$ cat src/sv/lcr_pkg.sv
// ----------------------------------------------------------------------------
// lcr_pkg
// Shared types and constants for the load cell serial reader.
// ----------------------------------------------------------------------------
`default_nettype none

package lcr_pkg;

    localparam int RAW_W    = 24;
    localparam int WEIGHT_W = 24;
    localparam int GAIN_W   = 20;
    localparam int TMO_W    = 16;
    localparam int XP_W     = 2;
    localparam int CFG_W    = 24;
    localparam int CFG_IDX_W = 2;
    localparam int PROD_W   = RAW_W + GAIN_W;

    // register indexes
    localparam logic [CFG_IDX_W-1:0] CFG_TIMEOUT_LIMIT = 2'd0;
    localparam logic [CFG_IDX_W-1:0] CFG_EXTRA_PULSES  = 2'd1;
    localparam logic [CFG_IDX_W-1:0] CFG_ZERO_OFFSET   = 2'd2;
    localparam logic [CFG_IDX_W-1:0] CFG_GAIN_Q16      = 2'd3;

    // reset values
    localparam logic [TMO_W-1:0]         RST_TIMEOUT_LIMIT = 16'd1000;
    localparam logic [XP_W-1:0]          RST_EXTRA_PULSES  = 2'd3;
    localparam logic signed [RAW_W-1:0]  RST_ZERO_OFFSET   = 24'sd285827;
    localparam logic [GAIN_W-1:0]        RST_GAIN_Q16      = 20'd70804;

    typedef struct packed {
        logic start_req;
        logic data_level;
    } t_in_item;

    typedef struct packed {
        logic                       clock_out;
        logic                       busy_res;
        logic                       done_res;
        logic                       timed_out;
        logic signed [RAW_W-1:0]    raw_reading;
        logic [WEIGHT_W-1:0]        weight;
    } t_out_item;

    // one tick's outcome as handed from the sequencer to the arithmetic side
    typedef struct packed {
        logic                       clock_out;
        logic                       busy;
        logic                       done;
        logic                       tmo;
        logic                       need_weight;
        logic signed [RAW_W-1:0]    raw;
    } t_rec;

    typedef struct packed {
        logic [TMO_W-1:0]           timeout_limit;
        logic [XP_W-1:0]            extra_pulses;
        logic signed [RAW_W-1:0]    zero_offset;
        logic [GAIN_W-1:0]          gain_q16;
    } t_cfg;

endpackage

`default_nettype wire

$ cat src/sv/lcr_queue.sv
// ----------------------------------------------------------------------------
// lcr_queue
// Small register FIFO; a write is taken when full if a read happens too.
// ----------------------------------------------------------------------------
`default_nettype none

module lcr_queue #(
    parameter int WIDTH = 8,
    parameter int DEPTH = 4
) (
    input  wire logic             i_clk,
    input  wire logic             i_rst_n,
    input  wire logic             i_wr,
    input  wire logic [WIDTH-1:0] i_wr_data,
    input  wire logic             i_rd,
    output logic      [WIDTH-1:0] o_rd_data,
    output logic                  o_full,
    output logic                  o_empty
);

    localparam int AW = (DEPTH > 1) ? $clog2(DEPTH) : 1;
    localparam int CW = $clog2(DEPTH + 1);

    logic [WIDTH-1:0] r_mem [DEPTH];
    logic [AW-1:0]    r_wr_ptr, r_rd_ptr;
    logic [CW-1:0]    r_count;
    logic             do_wr, do_rd;

    assign o_full    = (r_count == CW'(DEPTH));
    assign o_empty   = (r_count == '0);
    assign o_rd_data = r_mem[r_rd_ptr];
    assign do_rd     = i_rd && !o_empty;
    assign do_wr     = i_wr && (!o_full || do_rd);

    always_ff @(posedge i_clk) begin
        if (do_wr) begin
            r_mem[r_wr_ptr] <= i_wr_data;
        end
    end

    always_ff @(posedge i_clk) begin
        if (!i_rst_n) begin
            r_wr_ptr <= '0;
            r_rd_ptr <= '0;
            r_count  <= '0;
        end else begin
            if (do_wr) begin
                r_wr_ptr <= (r_wr_ptr == AW'(DEPTH - 1)) ? '0 : r_wr_ptr + 1'b1;
            end
            if (do_rd) begin
                r_rd_ptr <= (r_rd_ptr == AW'(DEPTH - 1)) ? '0 : r_rd_ptr + 1'b1;
            end
            case ({do_wr, do_rd})
                2'b10:   r_count <= r_count + 1'b1;
                2'b01:   r_count <= r_count - 1'b1;
                default: r_count <= r_count;
            endcase
        end
    end

endmodule

`default_nettype wire

$ cat src/sv/lcr_front.sv
// ----------------------------------------------------------------------------
// lcr_front
// Serial sequencer: wait for ready, clock the data bits, send extra pulses.
// ----------------------------------------------------------------------------
`default_nettype none

module lcr_front
    import lcr_pkg::*;
#(
    parameter int DATA_BITS = 24
) (
    input  wire logic     i_clk,
    input  wire logic     i_rst_n,
    input  wire logic     i_accept,
    input  wire t_in_item i_item,
    input  wire t_cfg     i_cfg,
    output t_rec          o_rec
);

    localparam int BCW  = $clog2(DATA_BITS + 1);
    localparam int KEEP = (DATA_BITS < RAW_W) ? DATA_BITS : RAW_W;

    typedef enum logic [1:0] {PH_IDLE, PH_WAIT, PH_SHIFT, PH_EXTRA} t_phase;

    t_phase                 r_phase, n_phase;
    logic [BCW-1:0]         r_bit_cnt, n_bit_cnt, bc_inc;
    logic [TMO_W-1:0]       r_wait_cnt, n_wait_cnt;
    logic [RAW_W-1:0]       r_shift, n_shift;
    logic                   r_clock, n_clock;
    logic                   done, tmo, finish;
    logic [TMO_W:0]         wait_inc;
    logic [RAW_W-1:0]       raw_ext;

    assign bc_inc   = r_bit_cnt + 1'b1;
    assign wait_inc = {1'b0, r_wait_cnt} + 1'b1;

    always_comb begin
        n_phase    = r_phase;
        n_bit_cnt  = r_bit_cnt;
        n_wait_cnt = r_wait_cnt;
        n_shift    = r_shift;
        n_clock    = r_clock;
        done       = 1'b0;
        tmo        = 1'b0;
        finish     = 1'b0;
        case (r_phase)
            PH_IDLE: begin
                n_clock = 1'b0;
                if (i_item.start_req) begin
                    n_phase    = PH_WAIT;
                    n_wait_cnt = '0;
                end
            end
            PH_WAIT: begin
                if (!i_item.data_level) begin
                    n_phase   = PH_SHIFT;
                    n_bit_cnt = '0;
                    n_shift   = '0;
                    n_clock   = 1'b0;
                end else if (wait_inc >= {1'b0, i_cfg.timeout_limit}) begin
                    n_phase    = PH_IDLE;
                    n_wait_cnt = '0;
                    done       = 1'b1;
                    tmo        = 1'b1;
                end else begin
                    n_wait_cnt = wait_inc[TMO_W-1:0];
                end
            end
            PH_SHIFT: begin
                if (!r_clock) begin
                    n_clock = 1'b1;
                end else begin
                    n_shift   = {r_shift[RAW_W-2:0], i_item.data_level};
                    n_clock   = 1'b0;
                    n_bit_cnt = bc_inc;
                    if (bc_inc >= BCW'(DATA_BITS)) begin
                        n_bit_cnt = '0;
                        if (i_cfg.extra_pulses == '0) begin
                            finish = 1'b1;
                        end else begin
                            n_phase = PH_EXTRA;
                        end
                    end
                end
            end
            PH_EXTRA: begin
                if (!r_clock) begin
                    n_clock = 1'b1;
                end else begin
                    n_clock   = 1'b0;
                    n_bit_cnt = bc_inc;
                    if (bc_inc >= BCW'(i_cfg.extra_pulses)) begin
                        finish = 1'b1;
                    end
                end
            end
            default: begin
                n_phase = PH_IDLE;
            end
        endcase
        if (finish) begin
            done      = 1'b1;
            n_phase   = PH_IDLE;
            n_bit_cnt = '0;
        end
    end

    // keep the low KEEP bits, sign-extended from the top one kept
    always_comb begin
        for (int i = 0; i < RAW_W; i++) begin
            raw_ext[i] = (i < KEEP) ? n_shift[i] : n_shift[KEEP-1];
        end
    end

    always_comb begin
        o_rec.clock_out   = n_clock;
        o_rec.busy        = (n_phase != PH_IDLE);
        o_rec.done        = done;
        o_rec.tmo         = tmo;
        o_rec.need_weight = finish;
        o_rec.raw         = finish ? raw_ext : '0;
    end

    always_ff @(posedge i_clk) begin
        if (!i_rst_n) begin
            r_phase    <= PH_IDLE;
            r_bit_cnt  <= '0;
            r_wait_cnt <= '0;
            r_shift    <= '0;
            r_clock    <= 1'b0;
        end else if (i_accept) begin
            r_phase    <= n_phase;
            r_bit_cnt  <= n_bit_cnt;
            r_wait_cnt <= n_wait_cnt;
            r_shift    <= n_shift;
            r_clock    <= n_clock;
        end
    end

`ifndef SYNTH
    a_clock_only_when_clocking: assert property (@(posedge i_clk) disable iff (!i_rst_n)
        r_clock |-> (r_phase == PH_SHIFT || r_phase == PH_EXTRA))
        else $error("serial clock high outside shift/extra phase");
    a_done_ends_read: assert property (@(posedge i_clk) disable iff (!i_rst_n)
        (i_accept && o_rec.done) |=> (r_phase == PH_IDLE && !r_clock))
        else $error("read finished but sequencer not idle");
    a_timeout_from_wait: assert property (@(posedge i_clk) disable iff (!i_rst_n)
        (i_accept && o_rec.tmo) |-> (r_phase == PH_WAIT && !o_rec.need_weight))
        else $error("timeout outside the wait phase");
`endif

endmodule

`default_nettype wire

$ cat src/sv/lcr_back.sv
// ----------------------------------------------------------------------------
// lcr_back
// Weight conversion pipeline: offset subtract, gain multiply, scale and clamp.
// ----------------------------------------------------------------------------
`default_nettype none

module lcr_back
    import lcr_pkg::*;
(
    input  wire logic  i_clk,
    input  wire logic  i_rst_n,
    input  wire t_cfg  i_cfg,
    input  wire t_rec  i_rec,
    input  wire logic  i_rec_valid,
    output logic       o_rec_rd,
    input  wire logic  i_pop,
    output t_out_item  o_item,
    output logic       o_empty
);

    localparam int DEPTH_OUT = 4;

    logic                   r_v1, r_v2;
    t_rec                   r_rec1, r_rec2;
    logic [RAW_W-1:0]       r_diff;
    logic [PROD_W-1:0]      r_prod;
    logic signed [RAW_W:0]  diff;
    logic                   pos;
    logic                   advance, oq_full, oq_empty, oq_rd;
    t_out_item              oq_wr_data;
    logic [$bits(t_out_item)-1:0] oq_rd_data;

    assign oq_rd    = i_pop && !oq_empty;
    assign advance  = !oq_full || oq_rd;
    assign o_rec_rd = advance && i_rec_valid;

    // 25-bit difference; only a positive one goes on to the multiplier
    assign diff = {i_rec.raw[RAW_W-1], i_rec.raw}
                - {i_cfg.zero_offset[RAW_W-1], i_cfg.zero_offset};
    assign pos  = i_rec.need_weight && !diff[RAW_W] && (diff != '0);

    always_ff @(posedge i_clk) begin
        if (advance) begin
            r_rec1 <= i_rec;
            r_diff <= pos ? diff[RAW_W-1:0] : '0;
            r_rec2 <= r_rec1;
            r_prod <= PROD_W'(r_diff) * PROD_W'(i_cfg.gain_q16);
        end
    end

    always_ff @(posedge i_clk) begin
        if (!i_rst_n) begin
            r_v1 <= 1'b0;
            r_v2 <= 1'b0;
        end else if (advance) begin
            r_v1 <= i_rec_valid;
            r_v2 <= r_v1;
        end
    end

    always_comb begin
        oq_wr_data.clock_out   = r_rec2.clock_out;
        oq_wr_data.busy_res    = r_rec2.busy;
        oq_wr_data.done_res    = r_rec2.done;
        oq_wr_data.timed_out   = r_rec2.tmo;
        oq_wr_data.raw_reading = r_rec2.raw;
        oq_wr_data.weight      = (|r_prod[PROD_W-1:WEIGHT_W+16]) ? '1
                                                                 : r_prod[WEIGHT_W+15:16];
    end

    lcr_queue #(
        .WIDTH ($bits(t_out_item)),
        .DEPTH (DEPTH_OUT)
    ) u_out_queue (
        .i_clk     (i_clk),
        .i_rst_n   (i_rst_n),
        .i_wr      (r_v2 && advance),
        .i_wr_data (oq_wr_data),
        .i_rd      (oq_rd),
        .o_rd_data (oq_rd_data),
        .o_full    (oq_full),
        .o_empty   (oq_empty)
    );

    assign o_item  = t_out_item'(oq_rd_data);
    assign o_empty = oq_empty;

`ifndef SYNTH
    a_diff_only_for_reads: assert property (@(posedge i_clk) disable iff (!i_rst_n)
        (r_v1 && !r_rec1.need_weight) |-> (r_diff == '0))
        else $error("offset difference on a tick without a finished read");
    a_prod_only_for_reads: assert property (@(posedge i_clk) disable iff (!i_rst_n)
        (r_v2 && !r_rec2.need_weight) |-> (r_prod == '0))
        else $error("gain product on a tick without a finished read");
    a_stall_holds_stage: assert property (@(posedge i_clk) disable iff (!i_rst_n)
        (!advance && r_v2) |=> (r_v2 && $stable(r_prod)))
        else $error("pipeline moved while the result queue was blocked");
`endif

endmodule

`default_nettype wire

$ cat src/sv/load_cell_adc_serial_reader.sv
// ----------------------------------------------------------------------------
// load_cell_adc_serial_reader
// Two-wire serial reader for a 24-bit load cell converter, with weight output.
// ----------------------------------------------------------------------------
// Throughput: one request per cycle while the queue is not full; the sequencer steps once per request.
// Path: a request's record goes through the queue, the offset subtract stage, the gain
//   multiply stage and the result queue; a full result queue can hold it on the way.
// The gain multiply (24 x 20 bits) sets the stage depth of the back end.
// Reset: synchronous, active low; sequencer idle, both queues empty and the
//   registers back to their defaults in the same cycle. No clearing pass.
// ----------------------------------------------------------------------------
`default_nettype none

module load_cell_adc_serial_reader
    import lcr_pkg::*;
#(
    parameter int DATA_BITS = 24
) (
    input  wire logic                 i_clk,
    input  wire logic                 i_rst_n,
    // request side
    input  wire logic                 push,
    output logic                      full,
    input  wire t_in_item             i_in_item,
    // result side
    output logic                      empty,
    input  wire logic                 pop,
    output t_out_item                 o_out_item,
    // register writes
    input  wire logic                 i_cfg_we,
    input  wire logic [CFG_IDX_W-1:0] i_cfg_idx,
    input  wire logic [CFG_W-1:0]     i_cfg_data
);

    // Depth of the queue between sequencer and arithmetic. It lets the
    // sequencer keep taking ticks, until four records wait in it, while the result side
    // is held by its consumer.
    localparam int DEPTH_MID = 4;

    t_cfg  r_cfg;
    logic  accept;
    t_rec  front_rec;
    logic  mq_empty, mq_rd;
    logic [$bits(t_rec)-1:0] mq_rd_data;

    // Register file. Writes must land only while the block is quiet; the block itself
    // does not enforce this and has no interlock with the sequencer or the pipeline.
    always_ff @(posedge i_clk) begin
        if (!i_rst_n) begin
            r_cfg.timeout_limit <= RST_TIMEOUT_LIMIT;
            r_cfg.extra_pulses  <= RST_EXTRA_PULSES;
            r_cfg.zero_offset   <= RST_ZERO_OFFSET;
            r_cfg.gain_q16      <= RST_GAIN_Q16;
        end else if (i_cfg_we) begin
            case (i_cfg_idx)
                CFG_TIMEOUT_LIMIT: r_cfg.timeout_limit <= i_cfg_data[TMO_W-1:0];
                CFG_EXTRA_PULSES:  r_cfg.extra_pulses  <= i_cfg_data[XP_W-1:0];
                CFG_ZERO_OFFSET:   r_cfg.zero_offset   <= i_cfg_data[RAW_W-1:0];
                CFG_GAIN_Q16:      r_cfg.gain_q16      <= i_cfg_data[GAIN_W-1:0];
                default:           r_cfg               <= r_cfg;
            endcase
        end
    end

    // A request is one tick of the serial sequence.
    assign accept = push && !full;

    // Front: sequencer, one step per request, writes its tick record.
    lcr_front #(
        .DATA_BITS (DATA_BITS)
    ) u_front (
        .i_clk    (i_clk),
        .i_rst_n  (i_rst_n),
        .i_accept (accept),
        .i_item   (i_in_item),
        .i_cfg    (r_cfg),
        .o_rec    (front_rec)
    );

    // Decoupling queue: full here is what the request side sees.
    lcr_queue #(
        .WIDTH ($bits(t_rec)),
        .DEPTH (DEPTH_MID)
    ) u_mid_queue (
        .i_clk     (i_clk),
        .i_rst_n   (i_rst_n),
        .i_wr      (accept),
        .i_wr_data (front_rec),
        .i_rd      (mq_rd),
        .o_rd_data (mq_rd_data),
        .o_full    (full),
        .o_empty   (mq_empty)
    );

    // Back: weight arithmetic and the result queue.
    lcr_back u_back (
        .i_clk       (i_clk),
        .i_rst_n     (i_rst_n),
        .i_cfg       (r_cfg),
        .i_rec       (t_rec'(mq_rd_data)),
        .i_rec_valid (!mq_empty),
        .o_rec_rd    (mq_rd),
        .i_pop       (pop),
        .o_item      (o_out_item),
        .o_empty     (empty)
    );

`ifndef SYNTH
    a_result_flags: assert property (@(posedge i_clk) disable iff (!i_rst_n)
        (!empty && o_out_item.done_res) |-> !o_out_item.busy_res)
        else $error("finished read shown as still busy");
    a_timeout_zero: assert property (@(posedge i_clk) disable iff (!i_rst_n)
        (!empty && o_out_item.timed_out)
        |-> (o_out_item.done_res && o_out_item.raw_reading == '0
             && o_out_item.weight == '0))
        else $error("timeout result carries data");
    a_idle_fields_zero: assert property (@(posedge i_clk) disable iff (!i_rst_n)
        (!empty && !o_out_item.done_res)
        |-> (o_out_item.raw_reading == '0 && o_out_item.weight == '0
             && !o_out_item.timed_out))
        else $error("data fields set on a tick that is not a finish");
`endif

endmodule

`default_nettype wire
$ cat config.mk
export PLATFORM = sky130hd
export DESIGN_NAME = load_cell_adc_serial_reader
export DESIGN_NICKNAME = d
export VERILOG_FILES = /design/src/sv/lcr_pkg.sv /design/src/sv/lcr_queue.sv /design/src/sv/lcr_front.sv /design/src/sv/lcr_back.sv /design/src/sv/load_cell_adc_serial_reader.sv
export SDC_FILE = /design/constraint.sdc
export NUM_CORES = 2
export LEC_CHECK = 0
export BUFFER_PORTS_ARGS = -buffer_cell sky130_fd_sc_hd__buf_2
export CAP_MARGIN = 20
export CORE_MARGIN = 3
export CORE_UTILIZATION = 45
export CTS_BUF_LIST = sky130_fd_sc_hd__clkbuf_4 sky130_fd_sc_hd__clkbuf_8 sky130_fd_sc_hd__clkbuf_16
export DETAILED_ROUTE_END_ITERATION = 7
export SETUP_SLACK_MARGIN = 0.15
export SLEW_MARGIN = 10
export SYNTH_ARGS = -nofsm -noshare
export SYNTH_HDL_FRONTEND = slang
export SYNTH_SLANG_ARGS = --single-unit
$ cat constraint.sdc
create_clock -name i_clk -period 8.41 [get_ports i_clk]
set_input_delay 0.4205 -clock i_clk [delete_from_list [all_inputs] [get_ports i_clk]]
set_output_delay 0.4205 -clock i_clk [all_outputs]
set_load 0.005 [all_outputs]
Yosys cells after proc, flatten, opt, wreduce, memory -nomap -nowiden
Memory sizes are Yosys's and may differ from the RTL's. A register that Yosys moved wholly into a read port is not among the register bits.
Index checks and enable logic that the tools add are counted.
- $mul: 1
- eq/ne operators: 21
- reduce and logical (&&, ||, !) cells: 37
- muxes and demuxes: 50
- add/subtract/negate cells: 11
- $lt $le $gt $ge: 3
- operator list (operator ; number):
    $mux W24 ; 4
    $mux W16 ; 3
    $pmux W24 S2 ; 1
    $mul A24 B20 Y44 ; 1
    $pmux W16 S2 ; 1
    $mux W2 ; 15
    $mux W5 ; 5
    $reduce_bool A25 Y1 ; 1
    $sub A24 B24 Y25 ; 1
    $eq A2 B2 Y1 const B ; 10
    $add A16 B1 Y17 const B ; 1
    $ge A17 B16 Y1 ; 1
    $mux W1 ; 15
    $pmux W5 S3 ; 1
    $pmux W3 S2 ; 2
    $logic_and A1 B1 Y1 ; 10
    $add A2 B1 Y2 const B ; 4
    $eq A2 B1 Y1 const B ; 4
    $reduce_and A2 Y1 ; 4
    $reduce_bool A2 Y1 ; 4
    $add A3 B1 Y3 const B ; 2
    $eq A3 B3 Y1 const B ; 2
    $logic_not A2 Y1 ; 3
    $logic_not A3 Y1 ; 2
    other kinds (17) ; 26
- register bits after elaboration: 250
- word-level logic and storage cells: 154
- bits of input ports: 33
- memories: 2
- output and inout bits: 54
- memory bits (writable): 324
- memory list (name ; depth ; width ; read ports ; clocked after memory_dff ; wr ports ; RTL line ; RTL):
    u_back.u_out_queue.r_mem ; 4 ; 52 ; 1 ; 1 ; 1 ; lcr_queue.sv:24 ; logic [WIDTH-1:0] r_mem [DEPTH];
    u_mid_queue.r_mem ; 4 ; 29 ; 1 ; 1 ; 1 ; lcr_queue.sv:24 ;

Logic depth before layout (Yosys ltp)
- depth after elaboration: 10
- mapped depth: 25
- mapped depth without buffers: 24

By module
Synthesis repeated with hierarchy kept, for this count alone.
- cell total of the unflattened synthesis: 3323
- area, all modules: 39032.4 sq um
- by module, submodules not included (module ; sequential area each (sq um) ; cells an instance ; times used ; area each (sq um)):
    lcr_back ; 3283.1 ; 2101 ; 1 ; 20400.8
    lcr_queue (u_back.u_out_queue) ; 6426.2 ; 328 ; 1 ; 8062.7
    lcr_queue (u_mid_queue) ; 3663.5 ; 210 ; 1 ; 4709.5
    lcr_front ; 960.9 ; 431 ; 1 ; 3354.5
    load_cell_adc_serial_reader ; 1241.2 ; 253 ; 1 ; 2504.9

Worst setup path before layout
Ideal clock, no wire load.
- kind: register to register
- from: reg r_cfg[5] in the netlist's numbering
- to: reg u_back.r_prod[43] (data pin)
- path buffers: 2
- library setup time: 136 ps
- clock period less this slack: 6465 ps
- path slack: 1945 ps
- cell stages (with the launch flop): 23
- arrival: 6329 ps
- data required time: 8274 ps
- path through: dfxtp_1 > clkbuf_1 > nand2_1 > fa_1 > fa_1 > fa_1 > inv_1 > fa_1 > fa_1 > fa_1 > inv_1 > fa_1 > inv_1 > ha_1 > clkbuf_1 > a21o_1 > a21o_1 > a21o_1 > a22oi_1 > a21oi_1 > o31a_1 > or4_1 > nand3b_1
- word-level cells in the longest chain between the ends: 1
- RTL lines (what ; RTL line ; RTL):
    start, declared ; load_cell_adc_serial_reader.sv:40 ; t_cfg r_cfg;
    start signal, assigned ; load_cell_adc_serial_reader.sv:60 ; default: r_cfg <= r_cfg;
    $mul A24 B20 Y44 ; lcr_back.sv:47 ; r_prod <= PROD_W'(r_diff) * PROD_W'(i_cfg.gain_q16);
    end signal, assigned ; lcr_back.sv:47 ;
    end, declared ; lcr_back.sv:26 ; logic [PROD_W-1:0] r_prod;
No other way between the ends.
A chain may end at the register's enable or synchronous reset.

Worst setup path after layout
- from: reg r_cfg[6] in the netlist's numbering
- to: reg u_back.r_prod[37] (data pin)
Same word-level chain as after synthesis.

==> results.md <==
* Maximum operating frequency at 135.0 MHz
* TritonCTS Buffers at 57
* Num ports at 87
* Static leakage at between 0.015 and 0.02 uW
* IO buf count at 86
* Worst ir drop on vdd at 0.0003695 V
* Nets at roughly 4.0k
* Average cell area after synthesis at roughly 12 sq um
* Yosys warnings at 0
* Sequential fraction of the synthesis area at 40.60%
* Commonest non-fill, non-tap cells in the layout: 508 x inv_1, 432 x edfxtp_1, 394 x fa_1, 391 x nand2_1, 277 x and2_1
* Mapped cell area at 0.03836 sq mm
* Req. time, crit path at slightly below 9 ns
* Chip Width at 298.0 um
* Die Y at 298.0 um
* First-pass GRT wire length at 145.0 mm
* Final-layout fill cell count at between 7k and 8k
* P&R area growth vs syn at 9.005%
* DR vias at 23.86k
* Flip-flop and latch area at approximately 0.016 sq mm
* Worst hold path class: in -> reg
* Asr flop ratio synth at 0%
* Pre-antenna DRT Iters at 5
* Synth Instances at roughly 3.3k
* Resize count post-CTS at 0
* Routed length on met2 at 41.40 mm
* Reg2reg start: r_cfg[6]$_SDFFE_PN0P_
* Distinct cells, synth at 71
* Final worst path period share at 88.06%
* Status: finished clean
* Hold endpoint: r_cfg[16]$_SDFFE_PN1P_
* Arr. time, crit path at 7.76 ns
* Top sig layer: met5
* Final hold vios at 0
* Power consumption at 14890 uW
* # rows at 106
* Antenna violations before repair at 6
* Setup Buffers After CTS at 0
* Worst-Margin Slew at 1.176 ns
* CP Class: reg -> reg
* GR Util All Layers at about a fifth
* Routability congestion estimate at 0.8473
* RSZ-0062 raised after global routing: no
* #FFs+latches synth at 562
* CTS tree: done
* Commonest non-fill, non-tap cell in the layout: inv_1
* Setup TNS at 0 ns
* Post-Syn Nets at approximately 4.0k
* Vias in the first global route at approximately 25k
* Area of the multi-input gates at 0.02027 sq mm
* Worst Setup SP: r_cfg[6]$_SDFFE_PN0P_
* R2R Setup Slk at ~1 ns
* Ys flop type: edfxtp_1
* Number of synthesized flops with an enable pin at approximately 430
* Power Dens Cells at 356.1 mW/mm^2
* H-tree levels at 2
* Register clock-pin slew on the reported worst setup and hold paths at about 0.060 ns
* CTS Hold Bufs at 0
* Clk buf depth at 3
* DIE AREA at 0.08879 sq mm
* Startpoint Class: flip-flop
* Placed instance count at 4414
* Final WL at between 90 and 100 mm
* Relative slew slack at 21.51%
* Largest net degree at the start of global routing at 111
* Global route total overflow at 0
* Final Max Tran Viols at 0
* Final setup skew at 0.03595 ns
* Reg2reg end: u_back.r_prod[37]$_DFFE_PN_
* Clk root buf: clkbuf_16
* Final Setup Violations at 0
* Initial DRC count at 1784
* Hold depth at 3
* Core area at 0.08409 sq mm
* Max_cap viols at 0
* Hold path startpoint: i_cfg_data[16]
* Clock Sinks at 562
* Worst-Skew Late Latency at about 0.64 ns
* # DRC at 0
* Detailed-route wire length per cell at slightly above 20 um
* R2R cell count at 21
* Initial core utilization at 45.62%
* Met3 routed WL at 5.098 mm
* DR vias/cell at 5.277
* Non-filler instance count after layout at 4522
* Met1 Routed Length at 43.22 mm
* CP Capture Type: flip-flop
* Fraction of layout cells with a size suffix above 1 at around a tenth
* Tmin final at roughly 7.4 ns
* HPWL after detailed placement at 66.11 mm
* Post-route ant nets at 0
* Max FO, Critical Path at 25
==> sequential cells by signal (all words and copies together) (netlist names), 3 cells and up, named ones only <==
signal,cells
u_mid_queue.r_count,3
u_back.r_prod,28
u_front.r_shift,24
u_back.u_out_queue.r_count,3
u_front.r_bit_cnt,5
u_back.u_out_queue.r_mem,208
u_back.oq_wr_data,28
r_cfg,62
u_front.r_wait_cnt,16
u_back.r_rec1,28
u_back.r_diff,24
u_mid_queue.r_mem,116
==> layer usage <==
metal / global-route usage (%) / up-vias
li1: - / 10991
met1: 31.39 / 12169
met2: 32.67 / 591
met3: 3.221 / 107
met4: 3.653 / 6
met5: 0 / -
==> synth_stat cells, types with 9 or more instances <==
| library cell | count | area (sq um) |
|---|---|---|
| and3_1 | 16 | 100.1 |
| nand3_1 | 38 | 190.2 |
| mux2i_1 | 12 | 120.1 |
| buf_1 | 9 | 33.78 |
| a211oi_1 | 10 | 75.07 |
| a21oi_1 | 76 | 380.4 |
| xor2_1 | 26 | 227.7 |
| ha_1 | 213 | 2665 |
| xnor2_1 | 39 | 341.6 |
| edfxtp_1 | 432 | 12970 |
| o211ai_1 | 20 | 150.1 |
| nor2_1 | 96 | 360.4 |
| a21o_1 | 34 | 255.2 |
| mux4_2 | 81 | 1824 |
| dfxtp_1 | 130 | 2603 |
| fa_1 | 394 | 7888 |
| clkbuf_1 | 154 | 578.1 |
| nand2b_1 | 38 | 237.7 |
| nand2_1 | 391 | 1468 |
| nor3_1 | 23 | 115.1 |
| a22oi_1 | 50 | 375.4 |
| inv_1 | 509 | 1911 |
| nand4_1 | 13 | 81.33 |
| o21a_1 | 13 | 97.59 |
| nor2b_1 | 41 | 256.5 |
| a21boi_0 | 49 | 367.9 |
| and2_1 | 277 | 1733 |
| o21ai_0 | 40 | 200.2 |
==> kinds of logic after synthesis <==
kind of cell             after synthesis  synth area share [%]
AND/OR/NAND/NOR                      961                 12.39
XOR/XNOR                              65                 1.484
adder cells (fa/ha/maj)              607                 27.51
AO/OA/AOI/OAI                        350                 6.301
buffers and inverters                675                 6.624
multiplexers                          94                 5.098
flip-flops                           562                 40.60
==> worst max path at each step <==
stage,endpoint,slack [ns],cells past startpoint
CTS,u_back.r_prod[37]$_DFFE_PN_,1.14,23
floorplan,u_back.r_prod[43]$_DFFE_PN_,1.95,22
detailed placement,u_back.r_prod[37]$_DFFE_PN_,1.13,23
global placement,u_back.r_prod[37]$_DFFE_PN_,1.21,23
global route,u_back.r_prod[37]$_DFFE_PN_,0.67,23
finish,u_back.r_prod[37]$_DFFE_PN_,1.00,21
==> worst max-delay path: stages (launching register included) <==
cell	delay [ns]
dfxtp_1	1.10
and2_1	0.27
fa_1	0.42
inv_1	0.09
fa_1	0.41
fa_1	0.51
inv_1	0.05
fa_1	0.55
fa_1	0.44
fa_1	0.49
inv_1	0.05
fa_1	0.47
inv_1	0.04
ha_1	0.35
a21oi_1	0.19
o211ai_1	0.12
a221oi_1	0.51
o21a_1	0.21
a21oi_1	0.13
o31ai_1	0.41
and2_1	0.25
a311oi_1	0.10
==> stage by stage <==
step	utilization [%]	worst slack [ns]	hold slack (ns)	area, sq um
after CTS	49.71	1.143	0.02018	41800
after global placement	47.53	1.207	0.4013	39960
final	49.73	1.004	0.05269	41820
after detailed placement	47.53	1.129	0.4045	39960
after global routing	49.73	0.6674	0.04687	41810
after floorplan	-	1.945	0.4003	38360
==> final cells by class <==
cell class                      instances  area share (%)
Inverter                              510           4.596
Sequential cell                       562           37.26
Clock buffer                           77           3.887
Antenna cell                            2         0.01197
Timing Repair Buffer                  132           1.864
Clock inverter                         28          0.5086
Tap cell                             1134           3.393
Multi-Input combinational cell       2077           48.48
==> power breakdown <==
part / switching, uW / internal [uW]
Combinational: 4910 / 3240
Clock: 1070 / 1390
Sequential: 453 / 3820
Total: 6440 / 8450
Note: power is estimated with default switching activity, not from simulation.
